$ cat config.mk
export PLATFORM = sky130hd
export DESIGN_NAME = fvn_coord
export DESIGN_NICKNAME = d
export VERILOG_FILES = /design/src/design/fvn_pkg.sv /design/src/design/fvn_coord.sv
export SDC_FILE = /design/constraint.sdc
export NUM_CORES = 1
export LEC_CHECK = 0
export BUFFER_PORTS_ARGS = -buffer_cell sky130_fd_sc_hd__buf_4
export CELL_PAD_IN_SITES_DETAIL_PLACEMENT = 0
export CELL_PAD_IN_SITES_GLOBAL_PLACEMENT = 1
export CORE_MARGIN = 1.5
export CORE_UTILIZATION = 48
export DETAILED_ROUTE_END_ITERATION = 7
export GPL_TIMING_DRIVEN = 0
export HOLD_SLACK_MARGIN = 0.03
export PLACE_DENSITY = 0.75
export SYNTH_ARGS = -nofsm -noshare
export SYNTH_HDL_FRONTEND = slang
export SYNTH_SLANG_ARGS = --single-unit
$ cat constraint.sdc
create_clock -name i_clk -period 3.05 [get_ports i_clk]
set_clock_uncertainty 0.15 [all_clocks]
set_input_delay 0.305 -clock i_clk [delete_from_list [all_inputs] [get_ports i_clk]]
set_output_delay 0.305 -clock i_clk [all_outputs]
set_load 0.005 [all_outputs]
$ cat src/design/fvn_pkg.sv
// ----------------------------------------------------------------------------
// fvn_pkg: shared types and constants for the fractal value noise block
// Configuration register indexes, the multiply-xor hash constants and the
// per-beat control type.
// ----------------------------------------------------------------------------
`default_nettype none
package fvn_pkg;
    localparam int unsigned MAX_RES_DEF  = 4096;
    localparam int unsigned OCTAVES_DEF  = 5;
    localparam int unsigned FRAC_DEF     = 24;

    localparam int unsigned IDX_W    = 12;
    localparam int unsigned RES_W    = 13;
    localparam int unsigned HEIGHT_W = 24;
    localparam int unsigned CFG_IDX_W = 2;

    typedef enum logic [CFG_IDX_W-1:0] {
        REG_SEED       = 2'd0,
        REG_TILE_X     = 2'd1,
        REG_TILE_Y     = 2'd2,
        REG_RESOLUTION = 2'd3
    } t_cfg_reg;

    localparam logic [63:0] HASH_KX = 64'h9E3779B97F4A7C15;
    localparam logic [63:0] HASH_KY = 64'hC2B2AE3D27D4EB4F;
    localparam logic [63:0] HASH_KK = 64'h165667B19E3779F9;
    localparam logic [63:0] HASH_KM = 64'hBF58476D1CE4E5B9;

    // Control carried with each beat at the tail of the valid chain.
    typedef struct packed {
        logic valid;
    } t_beat_ctl;
endpackage
`default_nettype wire

$ cat src/design/fvn_coord.sv
// ----------------------------------------------------------------------------
// fvn_coord: index to Q1.F coordinate
// Clamps the index and computes (c*2^F + d/2) / d with a pipelined restoring
// divider, one quotient bit per stage.
// ----------------------------------------------------------------------------
`default_nettype none
module fvn_coord #(
    parameter int unsigned MAX_RESOLUTION = fvn_pkg::MAX_RES_DEF,
    parameter int unsigned FRACTION_BITS  = fvn_pkg::FRAC_DEF,
    localparam int unsigned DW = $clog2(MAX_RESOLUTION),
    localparam int unsigned QW = FRACTION_BITS + 1,
    localparam int unsigned NW = DW + FRACTION_BITS + 1
) (
    input  wire logic          i_clk,
    input  wire logic          i_en,
    input  wire logic [DW-1:0] i_idx,
    input  wire logic [DW-1:0] i_d,
    output logic      [QW-1:0] o_u
);
    import fvn_pkg::*;

    logic [DW-1:0] cl;
    logic [NW-1:0] num;
    logic [NW-1:0] r_num [QW+1];
    logic [DW:0]   r_rem [QW+1];
    logic [DW-1:0] r_div [QW+1];
    logic          r_z   [QW+1];

    assign cl  = (i_idx > i_d) ? i_d : i_idx;
    assign num = NW'({cl, {FRACTION_BITS{1'b0}}}) + NW'(i_d >> 1);

    always_ff @(posedge i_clk) begin
        if (i_en) begin
            r_num[0] <= num;
            r_rem[0] <= '0;
            r_div[0] <= i_d;
            r_z[0]   <= (i_d == '0);
        end
    end

    // Quotient fits in QW bits; the top NW-QW dividend bits are below d.
    for (genvar s = 0; s < QW; s++) begin : g_div
        logic [DW+1:0] tr;
        logic [DW+1:0] df;
        logic [NW-1:0] nn;
        always_comb begin
            if (s == 0) begin
                tr = {2'b0, r_num[s][NW-1 -: DW]};
                tr = {tr[DW:0], r_num[s][NW-1-DW]};
                nn = {r_num[s][NW-2-DW:0], {(DW+1){1'b0}}};
            end else begin
                tr = {r_rem[s], r_num[s][NW-1]};
                nn = {r_num[s][NW-2:0], 1'b0};
            end
            df = tr - {2'b0, r_div[s]};
        end
        always_ff @(posedge i_clk) begin
            if (i_en) begin
                r_rem[s+1] <= df[DW+1] ? tr[DW:0] : df[DW:0];
                r_num[s+1] <= {nn[NW-1:1], ~df[DW+1]};
                r_div[s+1] <= r_div[s];
                r_z[s+1]   <= r_z[s];
            end
        end
    end

    assign o_u = r_z[QW] ? '0 : r_num[QW][QW-1:0];
endmodule
`default_nettype wire

==> metrics.txt <==
Inserted Clock Buffers=104; pwr/cell area=1119 nW/um^2; clk sink count=975; EDFF count, synth=975; max-cap violations=0; Synth top area share=0.6100; clock group share of total power=0.205; worst slew pin tran=0.7059 ns; Wirelength per Cell=16.28 um; Antenna Violating Nets Remaining=0; Via density=5.328; Final setup viols=0; largest fanout on the critical path=8; antenna cells=0; DRC=0; status=completed; # nets final=between 4000 and 5000; RePlAce Congestion=0.8384; # fillers=between 8000 and 9000; sw frac=0.3423; post-DP HPWL=58800 um; via count=27940; worst vdd ir=0.5498 mV; synthesized flop and latch total=975; maximum clock rate=330.1 MHz; Logic pwr share=0.445; Overall Power=around 62 mW; CP Class=reg -> reg; Root Buffer=clkbuf_16; Final Hold Viols=0; Seq. cell area=29280 sq um; syn avg cell area=13.25 sq um; data arrival time of the critical path=3.29 ns; power share of the sequential group=0.350; slowest CP cell=edfxtp_1; count of different cell masters after synthesis=between 60 and 70; Ys Warns=0; initial drt markers=1870; Die Area=101900 sq um; Synth area leaders=edfxtp_1, ha_1, mux2_2, inv_1, a21oi_1; Die Ht=319.2 um; min-delay worst type=in -> reg; core area=98710 sq um; Cell Chain, Critical Path=ha_1 -> nor2b_4 -> o31a_1 -> o41a_1 -> a41o_1 -> xor2_4 -> buf_12 -> mux2_4; post-synthesis cell area=47990 sq um; Gate Count Post-Synth=3621; first-pass GRT wire length=139700 um; Worst-path clk slew=approximately 0.060 ns; RSZ-0062 raised after global routing=true; Final Cycle Share=0.9932; largest area contributor in the netlist=edfxtp_1; largest net degree at the start of global routing=136; Worst Setup End Kind=flip-flop; H-tree depth=3; drt pass-1 iters=7; share of the yosys chip area belonging to registers=0.6100; vias in the first global route=27270; Final Slew Violations=0; Total GRT Usage=0.1678; switching pwr=21.17 mW; die width=319.2 um; LEAKAGE=around 21 nW; CP startpoint kind=flip-flop; Post-Route WL=~85000 um; Hold Slack=0.1004 ns; initial antenna violation count=0; Top Ports=between 50 and 60; Longest Clk Path Bufs=3; flop-to-flop setup slack=0.02 ns; Overflow after GRT=0; Final min period=3.029 ns; CP peak stage delay=0.44 ns; area delta synth->final=15.20%; TritonCTS clock tree=built; Primary FF master, synth=edfxtp_1; Synth Net Count=3969; setup TNS=0 ns; multi-input logic area=about 18000 sq um; share of flip-flops with an asynchronous set or reset=0; CP Data Required Time=3.31 ns; I/O Buffers=50; Int Pwr=40.68 mW; layout cell share with drive strength beyond 1=0.1561; Slew HR=0.5294; clock latency on the worst-skew pair=0.68 ns; # rows=between 100 and 150; Initial Utilization=0.4862
[layout by cell type, fill, tap and decap left out, drive strengths merged, types with 39 or more instances in the layout]
master  synthesis  final
xor2           63     63
o21ai         163    163
nand2b         68     68
ha            298    298
a211oi         47     47
a21oi         257    257
nand2         108    108
clkinv          0     45
buf            24    141
clkbuf          9    129
nor2          230    230
inv           367    369
o21a           86     86
xnor2          96     96
mux2          163    163
nor3           42     42
nor2b         122    122
edfxtp        975    975
a21o           39     39
[cell families (layout without fill, tap and decap cells)]
| group | Yosys count | after routing | synth area share |
|---|---|---|---|
| and+or+nand+nor | 729 | 729 | 0.07641 |
| AOI/OAI and AO/OA | 852 | 852 | 0.1168 |
| DFF | 975 | 975 | 0.6100 |
| adders and majority gates | 322 | 322 | 0.08770 |
| buffers and inverters | 400 | 737 | 0.03413 |
| muxes | 184 | 184 | 0.04262 |
| xor gates and xnor gates | 159 | 159 | 0.03230 |
[registers in the layout, summed over array words and instances (netlist names)]
name and cells:
r_div 300, r_num 337, r_rem 312, r_z 26
[cells in the mapped netlist, types with 68 or more instances]
| cell | n |
|---|---|
| a21oi_1 | 250 |
| edfxtp_1 | 975 |
| ha_1 | 298 |
| inv_1 | 367 |
| mux2_2 | 147 |
| nand2_1 | 108 |
| nand2b_1 | 68 |
| nor2_1 | 230 |
| nor2b_1 | 122 |
| o21a_1 | 86 |
| o21ai_0 | 156 |
| xnor2_1 | 96 |
[worst max-delay path: cells and delay by family (launching register included)]
family          cells  cell delay, ns
compound gates      3            1.08
xor+xnor            1            0.18
fa+ha+maj           1            0.31
buf+inv             1            0.16
flops               1            0.44
mux                 1            0.30
simple gates        1            0.13
[path summary, 6_finish.rpt]
kind / startpoint / endpoint / cells after the start
worst min-delay path: i_en / r_div[0][108] / 2
worst min register to register: r_num[14][1] / r_num[15][2] / 0
worst max register to register: r_rem[0][182] / r_rem[0][196] / 8
worst max-delay path: r_rem[0][182] / r_rem[0][196] / 8
[per-layer routing]
metal | track usage | part of all wire | vias to the layer above
li1 | - | - | 14070
met1 | 0.2388 | 0.48 | 13350
met2 | 0.2667 | 0.46 | 410
met3 | 0.02451 | 0.037 | 118
met4 | 0.05101 | 0.020 | 0
met5 | 0 | 0 | -
[power by group through the flow]
stage | sequential (mW) | combinational [mW] | clock (mW)
floorplan | 21.2 | 19.6 | 0
global placement | 22.1 | 24.4 | 0
detailed placement | 21.9 | 24.6 | 0
CTS | 21.7 | 26.1 | 13.0
global route | 22.1 | 30.6 | 13.6
finish | 21.7 | 27.5 | 12.7
[final cells by class]
cell class,count,area share
inverters,367,0.02492
multi-input cells,2246,0.3231
well taps,1287,0.02913
repair buffers,142,0.02521
flip-flops and latches,975,0.5296
clock inverters,76,0.01464
clock buffers,119,0.04848
plain buffers,33,0.004911
[through the flow]
stage          area (sq um)  setup WS [ns]    util  std cells
2_1_floorplan         47990         0.1368       -       3621
3_3_place_gp          49980         -6.816  0.5063       4958
3_5_place_dp          50210        -0.5353  0.5086       4966
4_1_cts               54550       0.003030  0.5526       5204
5_1_grt               55290       -0.03944  0.5601       5245
6_report              55290        0.02080  0.5601       5245
[what timing repair did]
action                     in CTS  in global routing
hold endpoints to repair       25                  0
pin swaps                      13                 16
gates resized for setup        54                 95
hold buffers                   24                  0
setup buffers                  19                 41
setup endpoints to repair     256                168
No activity file was read; power rests on OpenSTA's default activity.
